File: src/design/rau_pkg.sv
// Shared types and constants of the rational arithmetic unit.
package rau_pkg;

  // Operation codes carried by the operation field.
  typedef enum logic [1:0] {
    OP_ADD = 2'd0,
    OP_SUB = 2'd1,
    OP_MUL = 2'd2,
    OP_DIV = 2'd3
  } op_e;

  // Which product the shared multiplier forms in a given cycle.
  typedef enum logic [1:0] {
    MS_P1  = 2'd0,
    MS_P2  = 2'd1,
    MS_DEN = 2'd2
  } mul_sel_e;

  localparam int RES_NUM_W = 32;
  localparam int RES_DEN_W = 30;

  localparam logic [RES_NUM_W-2:0] NUM_MAX_OUT = '1;
  localparam logic [RES_DEN_W-1:0] DEN_MAX_OUT = '1;

  // Commands from the controller to the datapath.
  typedef struct packed {
    logic     load_in;
    logic     mul_en;
    mul_sel_e mul_sel;
    logic     comb;
    logic     gcd_step;
    logic     gcd_fin;
    logic     div_step;
    logic     out_load;
  } cmd_t;

  // Status from the datapath to the controller.
  typedef struct packed {
    logic special;
    logic gcd_done;
    logic div_last;
  } sts_t;

endpackage

File: src/design/rau_ctrl.sv
// Sequencing state machine and output handshake of the rational arithmetic unit.
module rau_ctrl (
  input  logic          clk_i,
  input  logic          rst_ni,
  input  logic          in_valid_i,
  output logic          in_stall_o,
  output logic          out_valid_o,
  input  logic          out_stall_i,
  output rau_pkg::cmd_t cmd_o,
  input  rau_pkg::sts_t sts_i
);

  typedef enum logic [7:0] {
    ST_IDLE    = 8'b0000_0001,
    ST_MUL_P1  = 8'b0000_0010,
    ST_MUL_P2  = 8'b0000_0100,
    ST_MUL_DEN = 8'b0000_1000,
    ST_COMB    = 8'b0001_0000,
    ST_GCD     = 8'b0010_0000,
    ST_DIV     = 8'b0100_0000,
    ST_FIN     = 8'b1000_0000
  } state_e;

  state_e state_q, state_d;
  logic   out_valid_q, out_valid_d;
  logic   out_free;

  assign out_free    = !out_valid_q || !out_stall_i;
  assign in_stall_o  = (state_q != ST_IDLE);
  assign out_valid_o = out_valid_q;

  always_comb begin
    state_d        = state_q;
    cmd_o.load_in  = 1'b0;
    cmd_o.mul_en   = 1'b0;
    cmd_o.mul_sel  = rau_pkg::MS_P1;
    cmd_o.comb     = 1'b0;
    cmd_o.gcd_step = 1'b0;
    cmd_o.gcd_fin  = 1'b0;
    cmd_o.div_step = 1'b0;
    cmd_o.out_load = 1'b0;
    unique case (state_q)
      ST_IDLE: begin
        if (in_valid_i) begin
          cmd_o.load_in = 1'b1;
          state_d       = ST_MUL_P1;
        end
      end
      ST_MUL_P1: begin
        cmd_o.mul_en  = 1'b1;
        cmd_o.mul_sel = rau_pkg::MS_P1;
        state_d       = ST_MUL_P2;
      end
      ST_MUL_P2: begin
        cmd_o.mul_en  = 1'b1;
        cmd_o.mul_sel = rau_pkg::MS_P2;
        state_d       = ST_MUL_DEN;
      end
      ST_MUL_DEN: begin
        cmd_o.mul_en  = 1'b1;
        cmd_o.mul_sel = rau_pkg::MS_DEN;
        state_d       = ST_COMB;
      end
      ST_COMB: begin
        cmd_o.comb = 1'b1;
        state_d    = sts_i.special ? ST_FIN : ST_GCD;
      end
      ST_GCD: begin
        if (sts_i.gcd_done) begin
          cmd_o.gcd_fin = 1'b1;
          state_d       = ST_DIV;
        end else begin
          cmd_o.gcd_step = 1'b1;
        end
      end
      ST_DIV: begin
        cmd_o.div_step = 1'b1;
        if (sts_i.div_last) begin
          state_d = ST_FIN;
        end
      end
      ST_FIN: begin
        if (out_free) begin
          cmd_o.out_load = 1'b1;
          state_d        = ST_IDLE;
        end
      end
      default: begin
        state_d = ST_IDLE;
      end
    endcase
  end

  always_comb begin
    if (cmd_o.out_load) begin
      out_valid_d = 1'b1;
    end else begin
      out_valid_d = out_valid_q && out_stall_i;
    end
  end

  always_ff @(posedge clk_i or negedge rst_ni) begin
    if (!rst_ni) begin
      state_q     <= ST_IDLE;
      out_valid_q <= 1'b0;
    end else begin
      state_q     <= state_d;
      out_valid_q <= out_valid_d;
    end
  end

endmodule

File: src/design/rau_dp.sv
// Datapath of the rational arithmetic unit: multiplier, binary gcd and two-lane divider.
module rau_dp #(
  parameter int OPERAND_BITS = 16
) (
  input  logic                               clk_i,
  input  rau_pkg::cmd_t                      cmd_i,
  output rau_pkg::sts_t                      sts_o,
  input  logic [1:0]                         operation_i,
  input  logic signed [OPERAND_BITS-1:0]     a_num_i,
  input  logic [OPERAND_BITS-2:0]            a_den_i,
  input  logic signed [OPERAND_BITS-1:0]     b_num_i,
  input  logic [OPERAND_BITS-2:0]            b_den_i,
  output logic signed [rau_pkg::RES_NUM_W-1:0] res_num_o,
  output logic [rau_pkg::RES_DEN_W-1:0]      res_den_o,
  output logic                               div_zero_o
);

  localparam int W    = OPERAND_BITS;
  localparam int PW   = 2 * W;
  localparam int MW   = 2 * W - 1;
  localparam int CW   = (MW > rau_pkg::RES_NUM_W) ? MW : rau_pkg::RES_NUM_W;
  localparam int KW   = $clog2(MW + 1);
  localparam int CNTW = $clog2(MW);

  rau_pkg::op_e      op_q;
  logic [W-1:0]      an_q, bn_q;
  logic [W-2:0]      ad_q, bd_q;
  logic              err_q;
  logic [PW-1:0]     p1_q, p2_q, pd_q;
  logic              neg_q, special_q;
  logic [MW-1:0]     un_q, ud_q, x_q, y_q, g_q, rn_q, rd_q;
  logic [KW-1:0]     k_q;
  logic [CNTW-1:0]   cnt_q;
  logic signed [rau_pkg::RES_NUM_W-1:0] res_num_q;
  logic [rau_pkg::RES_DEN_W-1:0]        res_den_q;
  logic              div_zero_q;

  logic signed [W:0]    ma, mb;
  logic signed [PW+1:0] prod;
  logic [PW-1:0]        nsum, nmag, dmag;
  logic                 n_zero, in_err;
  logic [MW-1:0]        g_new;
  logic [MW:0]          rsn, rsd, dfn, dfd;
  logic                 gen, ged;
  logic [CW-1:0]        numc, denc;
  logic [rau_pkg::RES_NUM_W-2:0] num_mag;
  logic [rau_pkg::RES_DEN_W-1:0] den_sat;
  logic signed [rau_pkg::RES_NUM_W-1:0] num_out;

  // A zero denominator is treated like a division by zero.
  assign in_err = (a_den_i == '0) || (b_den_i == '0) ||
                  ((rau_pkg::op_e'(operation_i) == rau_pkg::OP_DIV) && (b_num_i == '0));

  // Operand selection for the single shared multiplier.
  always_comb begin
    ma = {an_q[W-1], an_q};
    mb = {2'b00, bd_q};
    case (cmd_i.mul_sel)
      rau_pkg::MS_P1: begin
        ma = {an_q[W-1], an_q};
        mb = (op_q == rau_pkg::OP_MUL) ? {bn_q[W-1], bn_q} : {2'b00, bd_q};
      end
      rau_pkg::MS_P2: begin
        ma = {2'b00, ad_q};
        mb = {bn_q[W-1], bn_q};
      end
      rau_pkg::MS_DEN: begin
        ma = {2'b00, ad_q};
        mb = (op_q == rau_pkg::OP_DIV) ? {bn_q[W-1], bn_q} : {2'b00, bd_q};
      end
      default: begin
        ma = {an_q[W-1], an_q};
        mb = {2'b00, bd_q};
      end
    endcase
    prod = ma * mb;
  end

  always_comb begin
    case (op_q)
      rau_pkg::OP_ADD: nsum = p1_q + p2_q;
      rau_pkg::OP_SUB: nsum = p1_q - p2_q;
      default:         nsum = p1_q;
    endcase
    n_zero = (nsum == '0);
    nmag   = nsum[PW-1] ? (~nsum + PW'(1)) : nsum;
    dmag   = pd_q[PW-1] ? (~pd_q + PW'(1)) : pd_q;
  end

  // Both gcd operands are nonzero at the start, so one of them reaches zero first.
  assign g_new = (x_q | y_q) << k_q;

  // One restoring quotient bit per cycle in each lane.
  always_comb begin
    rsn = {rn_q, un_q[MW-1]};
    rsd = {rd_q, ud_q[MW-1]};
    dfn = rsn - {1'b0, g_q};
    dfd = rsd - {1'b0, g_q};
    gen = (rsn >= {1'b0, g_q});
    ged = (rsd >= {1'b0, g_q});
  end

  // Saturate each reduced part on its own, then apply the sign.
  always_comb begin
    numc    = CW'(un_q);
    denc    = CW'(ud_q);
    num_mag = (numc > CW'(rau_pkg::NUM_MAX_OUT)) ? rau_pkg::NUM_MAX_OUT
                                                  : numc[rau_pkg::RES_NUM_W-2:0];
    den_sat = (denc > CW'(rau_pkg::DEN_MAX_OUT)) ? rau_pkg::DEN_MAX_OUT
                                                  : denc[rau_pkg::RES_DEN_W-1:0];
    num_out = neg_q ? -$signed({1'b0, num_mag}) : $signed({1'b0, num_mag});
  end

  always_ff @(posedge clk_i) begin
    if (cmd_i.load_in) begin
      op_q  <= rau_pkg::op_e'(operation_i);
      an_q  <= a_num_i;
      ad_q  <= a_den_i;
      bn_q  <= b_num_i;
      bd_q  <= b_den_i;
      err_q <= in_err;
    end
    if (cmd_i.mul_en) begin
      case (cmd_i.mul_sel)
        rau_pkg::MS_P1:  p1_q <= prod[PW-1:0];
        rau_pkg::MS_P2:  p2_q <= prod[PW-1:0];
        default:         pd_q <= prod[PW-1:0];
      endcase
    end
    if (cmd_i.comb) begin
      special_q <= err_q || n_zero;
      neg_q     <= nsum[PW-1] ^ pd_q[PW-1];
      un_q      <= nmag[MW-1:0];
      ud_q      <= dmag[MW-1:0];
      x_q       <= nmag[MW-1:0];
      y_q       <= dmag[MW-1:0];
      k_q       <= '0;
    end
    if (cmd_i.gcd_step) begin
      if (!x_q[0] && !y_q[0]) begin
        x_q <= x_q >> 1;
        y_q <= y_q >> 1;
        k_q <= k_q + KW'(1);
      end else if (!x_q[0]) begin
        x_q <= x_q >> 1;
      end else if (!y_q[0]) begin
        y_q <= y_q >> 1;
      end else if (x_q >= y_q) begin
        x_q <= x_q - y_q;
      end else begin
        y_q <= y_q - x_q;
      end
    end
    if (cmd_i.gcd_fin) begin
      g_q   <= g_new;
      rn_q  <= '0;
      rd_q  <= '0;
      cnt_q <= '0;
    end
    if (cmd_i.div_step) begin
      rn_q  <= gen ? dfn[MW-1:0] : rsn[MW-1:0];
      rd_q  <= ged ? dfd[MW-1:0] : rsd[MW-1:0];
      un_q  <= {un_q[MW-2:0], gen};
      ud_q  <= {ud_q[MW-2:0], ged};
      cnt_q <= cnt_q + CNTW'(1);
    end
    if (cmd_i.out_load) begin
      if (special_q) begin
        res_num_q  <= '0;
        res_den_q  <= rau_pkg::RES_DEN_W'(1);
        div_zero_q <= err_q;
      end else begin
        res_num_q  <= num_out;
        res_den_q  <= den_sat;
        div_zero_q <= 1'b0;
      end
    end
  end

  assign sts_o.special  = err_q || n_zero;
  assign sts_o.gcd_done = (x_q == '0) || (y_q == '0);
  assign sts_o.div_last = (cnt_q == CNTW'(MW - 1));

  assign res_num_o  = res_num_q;
  assign res_den_o  = res_den_q;
  assign div_zero_o = div_zero_q;

endmodule

File: src/design/rational_arith_unit.sv
// Top level of the rational arithmetic unit: fraction add, subtract, multiply, divide.
//
//  channel  direction  handshake                 payload
//  input    in         in_valid_i / in_stall_o   operation_i, a_num_i, a_den_i, b_num_i, b_den_i
//  result   out        out_valid_o / out_stall_i res_num_o, res_den_o, div_zero_o
//
// One beat is worked on at a time. Three products on the shared multiplier and a combine
// step, then a binary gcd (data dependent) and the two-lane restoring divider, which
// forms 2*OPERAND_BITS-1 quotient bits per lane. Error and zero results skip the gcd
// and the divider and go from the combine step to the output register.
// Reset clears the controller only; nothing needs clearing after it.
// A finished result waits in the output register, and the next input beat is taken
// while it is stalled there.
module rational_arith_unit #(
  parameter int OPERAND_BITS = 16
) (
  input  logic                                 clk_i,
  input  logic                                 rst_ni,
  input  logic                                 in_valid_i,
  output logic                                 in_stall_o,
  input  logic [1:0]                           operation_i,
  input  logic signed [OPERAND_BITS-1:0]       a_num_i,
  input  logic [OPERAND_BITS-2:0]              a_den_i,
  input  logic signed [OPERAND_BITS-1:0]       b_num_i,
  input  logic [OPERAND_BITS-2:0]              b_den_i,
  output logic                                 out_valid_o,
  input  logic                                 out_stall_i,
  output logic signed [rau_pkg::RES_NUM_W-1:0] res_num_o,
  output logic [rau_pkg::RES_DEN_W-1:0]        res_den_o,
  output logic                                 div_zero_o
);

  rau_pkg::cmd_t cmd;
  rau_pkg::sts_t sts;

  rau_ctrl u_ctrl (
    .clk_i       (clk_i),
    .rst_ni      (rst_ni),
    .in_valid_i  (in_valid_i),
    .in_stall_o  (in_stall_o),
    .out_valid_o (out_valid_o),
    .out_stall_i (out_stall_i),
    .cmd_o       (cmd),
    .sts_i       (sts)
  );

  rau_dp #(
    .OPERAND_BITS (OPERAND_BITS)
  ) u_dp (
    .clk_i       (clk_i),
    .cmd_i       (cmd),
    .sts_o       (sts),
    .operation_i (operation_i),
    .a_num_i     (a_num_i),
    .a_den_i     (a_den_i),
    .b_num_i     (b_num_i),
    .b_den_i     (b_den_i),
    .res_num_o   (res_num_o),
    .res_den_o   (res_den_o),
    .div_zero_o  (div_zero_o)
  );

endmodule

File: config.mk
export PLATFORM = sky130hd
export DESIGN_NAME = rational_arith_unit
export DESIGN_NICKNAME = d
export VERILOG_FILES = /design/src/design/rau_pkg.sv /design/src/design/rau_ctrl.sv /design/src/design/rau_dp.sv /design/src/design/rational_arith_unit.sv
export SDC_FILE = /design/constraint.sdc
export NUM_CORES = 2
export LEC_CHECK = 0
export BUFFER_PORTS_ARGS = -buffer_cell sky130_fd_sc_hd__buf_2
export CAP_MARGIN = 40
export CORE_MARGIN = 5
export CORE_UTILIZATION = 55
export CTS_CLUSTER_SIZE = 30
export DETAILED_ROUTE_END_ITERATION = 10
export PLACE_DENSITY = 0.85
export SKIP_CTS_REPAIR_TIMING = 1
export SLEW_MARGIN = 20
export SYNTH_ARGS = -nofsm -noshare
export SYNTH_HDL_FRONTEND = slang
export SYNTH_HIERARCHICAL = 1
export SYNTH_SLANG_ARGS = --single-unit
File: constraint.sdc
create_clock -name clk_i -period 8.1 [get_ports clk_i]
set_input_delay 0.405 -clock clk_i [delete_from_list [all_inputs] [get_ports clk_i]]
set_output_delay 0.405 -clock clk_i [all_outputs]
set_load 0.02 [all_outputs]
Word-level counts from Yosys, hierarchy flattened
Index checks and enable logic that the tools add are counted.

Add/sub/neg operators: 11. Multiply operators: 1. $lt $le $gt $ge: 4. Equal/unequal tests: 20. Shift-type cells: 1. Multiplexer cells: 52. Bitwise operators: 6. Reduce and logical (&&, ||, !) cells: 30.

Operators with widths (number): $mux 31 (24); $sub 31x31->31 (4); $ge 32x31->1 (2); $pmux 32 s2 (1); $pmux 8 s8 (1); $add 31x1->31 const B (2); $logic_not 31->1 (2); $not 31->31 (2); $mux 17 (3); $pmux 17 s3 (1); $mux 8 (5); $add 32x32->32 (1); $logic_not 32->1 (1); $mul 17x17->32 (1); $neg 31->32 (1); $sub 32x32->32 (1); $ge 31x31->1 (1); $gt 31x30->1 const B (1); $or 31x31->31 (1); $shl 31x5->31 (1); $logic_not 15->1 (2); $mux 30 (1); $mux 5 (5); $logic_not 16->1 (1); other kinds (28) (60).

Flip-flop bits (word level): 462. Input bits: 68. Output and inout port bits: 65. Logic and storage cells: 152.

Logic depth before layout (Yosys ltp)
Word-level depth: 11. Depth in mapped cells: 36. Gate-level depth less buffers: 33.

Modules after synthesis
The synthesis kept the hierarchy.

Modules (own cells, without submodules): rau_dp (instances 1, cells each 4309, area an instance 41083.2 um^2, sequential area each 12932.4 um^2); rau_ctrl (instances 1, cells each 59, area an instance 559.3 um^2, sequential area each 226.5 um^2).

Worst setup path after synthesis
Ideal clock, no wire load.

Path kind: reg2reg. Start: register u_ctrl.state_q[4]. End: register u_dp.p1_q[30], data pin. Setup time: 267 ps. Arrival time: 8378 ps. Data required time: 7833 ps. Path slack: -545 ps. Stages on the path, launching flop included: 30. Buffers on the path: 4. Period minus slack after synthesis: 8645 ps. Cell sequence: dfrtp_1 or4_1 clkbuf_1 nor4_1 inv_1 ha_1 clkbuf_1 buf_1 clkbuf_1 mux2i_1 nor2_1 fa_1 inv_1 fa_1 fa_1 inv_1 fa_1 fa_1 inv_1 fa_1 inv_1 ha_1 and3_1 a211oi_1 o32ai_1 a221oi_1 nand2b_1 o311ai_0 a21oi_1 xnor2_1.

RTL lines: from (decl) (line rau_ctrl.sv:24) `state_e state_q, state_d;`; from (signal assigned) (line rau_ctrl.sv:107) `state_q <= state_d;`; to (signal assigned) (line rau_dp.sv:125) `rau_pkg::MS_P1: p1_q <= prod[PW-1:0];`; to (decl) (line rau_dp.sv:29) `logic [PW-1:0] p1_q, p2_q, pd_q;`.

==> results.md <==
* First-pass GRT wire length at 195 mm
* Routed WL per cell at 23.3 um
* Reg2Reg Setup Slack at -0.17 ns
* Setup-failing EPs final at 14
* Hold Crit Class: input port to flip-flop
* Number of top-level pins at 133
* Clock sink count at 462
* Vias/cell at 6.22
* Vias in the first global route at 34700
* H-tree depth at 2
* Largest net degree at the start of global routing at 82
* Hold path startpoint: a_den_i[13]
* Number of inserted diodes at 0
* Clock Skew at 0.0307 ns
* Top cells by area, synth: edfxtp_1, fa_1, ha_1
* Register area at 0.0132 mm2
* Die Span Y at 285 um
* Insertion delay to the later sink of the worst-skew pair at 0.65 ns
* Yosys reg bits at 462
* First DRT Iteration DRCs at 3605
* CTS buffer count at 51
* Slew Viols, Final at 0
* Number of flops mapped to enable cells by yosys at 386
* Global Route Usage Sum at 0.302
* Rel. slew slack at 0.389
* CP max stage delay at 0.58 ns
* Post-Synthesis Net Count at 4994
* Min-Delay Endpoint: u_dp/ad_q[13]
* Fin area at 0.0484 mm2
* Yosys warns at 6
* Initial Util at 0.551
* Top FF cell, synth: edfxtp_1
* Worst Tran Pin Value at 0.891 ns
* Seq/Total Area, Yosys at 0.316
* Reg2reg end: u_dp/pd_q[30]
* # DRC at 0
* Gr ovfl total at 0
* Register-to-Register Path Depth at 33
* Synth Instances at 4368
* Mapped Area at 0.0416 mm2
* Floorplan Core Area at 0.0756 mm2
* Detailed-route via count at 35600
* Syn_area_per_cell at 9.53 um2
* Hold depth at 1
* Synth area leader: edfxtp_1
* Worst setup SP type: flip-flop
* Core Util, Final at 0.640
* Fin crit period at 8.27 ns
* Row count at 101
* PnR worst setup slack at -0.167 ns
* Worst Path Arrival at 8.62 ns
* Crit-path max FO at 8
* Failing checks: negative setup slack
* Clk buf depth at 3
* Distinct cell type count after synthesis at 95
* Total Wirelength at 133 mm
* Critical-path top delay cell: fa_1
* Placed cell areas at 0.0449 mm2
* Ys async rst share at 0.0195
* Number of nets in the layout at 5325
* IO buf count at 132
* Final Hold Fails at 0
* Share of layout cells above drive strength 1 at 0.157
* Hold Slack at 0.0121 ns
* Final period util at 1.02
* Die area at 0.0813 mm2
* FILL cells at 5811
* Worst r2r src: u_ctrl/state_q[6]
* Status: complete, but fails checks
* Critical path startpoint: u_ctrl/state_q[6]
* Maximum capacitance violations at 0
* Post-route antenna net violation count at 0
* Clk pin slew, worst setup/hold paths at 0.06 ns
* CP required at 8.46 ns
* RD Place Congestion at 1.07
* CTS tree: built
* Most used cell, CP: buf_4
* Kind of critical path: flip-flop to flip-flop
* RSZ-0062 raised after global routing: true
* Root Buffer: clkbuf_16
* Footprint of the multi-input gates at 0.0268 mm2
* Worst Setup End Kind: flip-flop
* Die Width at 285 um
* Area Overhead vs Synth at 16.2%
* DRT Pass-1 Iters at 8
* Fmax at 121 MHz
* Hpwl dp at 100 mm
* Post-synth top area share at 0.278
* Initial antenna violation count at 3
synth_stat cells (46+ instances only):
master and instances:
nor2b_1 74, mux2_2 46, nor2_1 402, nand2_1 322, inv_1 485, o21ai_0 229
fa_1 280, nor4_1 46, edfxtp_1 386, mux2i_1 123, a21o_1 63, and2_1 50
clkbuf_1 167, dfxtp_1 67, nor3_1 65, xnor2_1 164, ha_1 278, a21oi_1 331
xor2_1 120
metal layers:
layer	routed length, um	vias to the layer above	track usage
met5	42	-	0
li1	-	16000	-
met2	64100	1851	0.521
met3	10300	586	0.0523
met1	48000	17200	0.356
met4	10500	6	0.174
registers in the layout, indices dropped and copies added, names as in the netlist, 2 cells and up:
signal,cells
u_dp/an_q,16
u_dp/g_q,31
u_dp/pd_q,32
u_ctrl/state_q,8
u_dp/bn_q,16
u_dp/res_num_o,32
u_dp/k_q,5
u_dp/x_q,31
u_dp/ud_q,31
u_dp/p2_q,32
u_dp/num_mag,31
u_dp/res_den_o,30
u_dp/rn_q,31
u_dp/ad_q,15
u_dp/op_q,2
u_dp/y_q,31
u_dp/p1_q,32
u_dp/rd_q,31
u_dp/bd_q,15
u_dp/cnt_q,5
final cells by class:
class / count / area share
Clock inverter: 33 / 0.00797
Multi-Input combinational cell: 3236 / 0.555
Clock buffer: 63 / 0.0280
Sequential cell: 462 / 0.272
Timing Repair Buffer: 460 / 0.0740
Inverter: 488 / 0.0379
Tap cell: 978 / 0.0253
worst max-delay path: cells and delay by family, from the launching register on:
family | cells | cell delay [ns]
AOI/OAI and AO/OA | 9 | 1.61
xor gates and xnor gates | 1 | 0.17
adders and majority gates | 8 | 3.40
buffers and inverters | 10 | 1.26
DFF | 1 | 0.38
muxes | 1 | 0.16
and+or+nand+nor | 4 | 0.99
cell families (layout without fill, tap and decap cells):
logic type               Yosys count  after routing  synth area share
AO/OA/AOI/OAI                   1000           1000             0.151
XOR/XNOR                         284            284            0.0597
adder cells (fa/ha/maj)          558            558             0.218
buffers and inverters            670           1044            0.0609
flip-flops                       462            462             0.316
multiplexers                     203            203            0.0585
AND/OR/NAND/NOR                 1191           1191             0.136
through the flow:
step	TNS (ns)	std cells	setup WS, ns
after global placement	-2.43	5526	-0.179
final	-0.875	5720	-0.167
after global routing	-5.91	5720	-0.312
after floorplan	0	4368	0.00386
after CTS	-10.20	5629	-0.433
after detailed placement	-8.83	5533	-0.407
layout by cell type, fill, tap and decap left out, types with 44 or more instances in the layout:
cell           count
mux2_2            46
xnor2_1          158
o21ai_0          224
mux2i_1          120
and2_1            49
a21o_1            63
dfxtp_1           65
nor3_1            65
ha_1             260
nand2_1          315
nor4_1            44
buf_2            132
nor2_1           374
clkbuf_16         53
buf_4            225
nor2b_1           72
a21oi_1          321
edfxtp_1         386
fa_1             267
dlygate4sd3_1     65
xor2_1           120
inv_1            467
how the worst max path moves through the flow:
stage	slack [ns]	cells past startpoint	endpoint
6_report	-0.17	33	u_dp/pd_q[30]
3_3_place_gp	-0.18	30	u_dp/p1_q[30]
3_5_place_dp	-0.41	30	u_dp/p2_q[30]
4_1_cts	-0.43	30	u_dp/p2_q[30]
2_1_floorplan	0.004	33	u_dp/p1_q[31]
5_1_grt	-0.31	33	u_dp/p2_q[30]
Power is not shown: default switching activity piles up to over one toggle a cycle in this logic, so the estimate is an artifact.
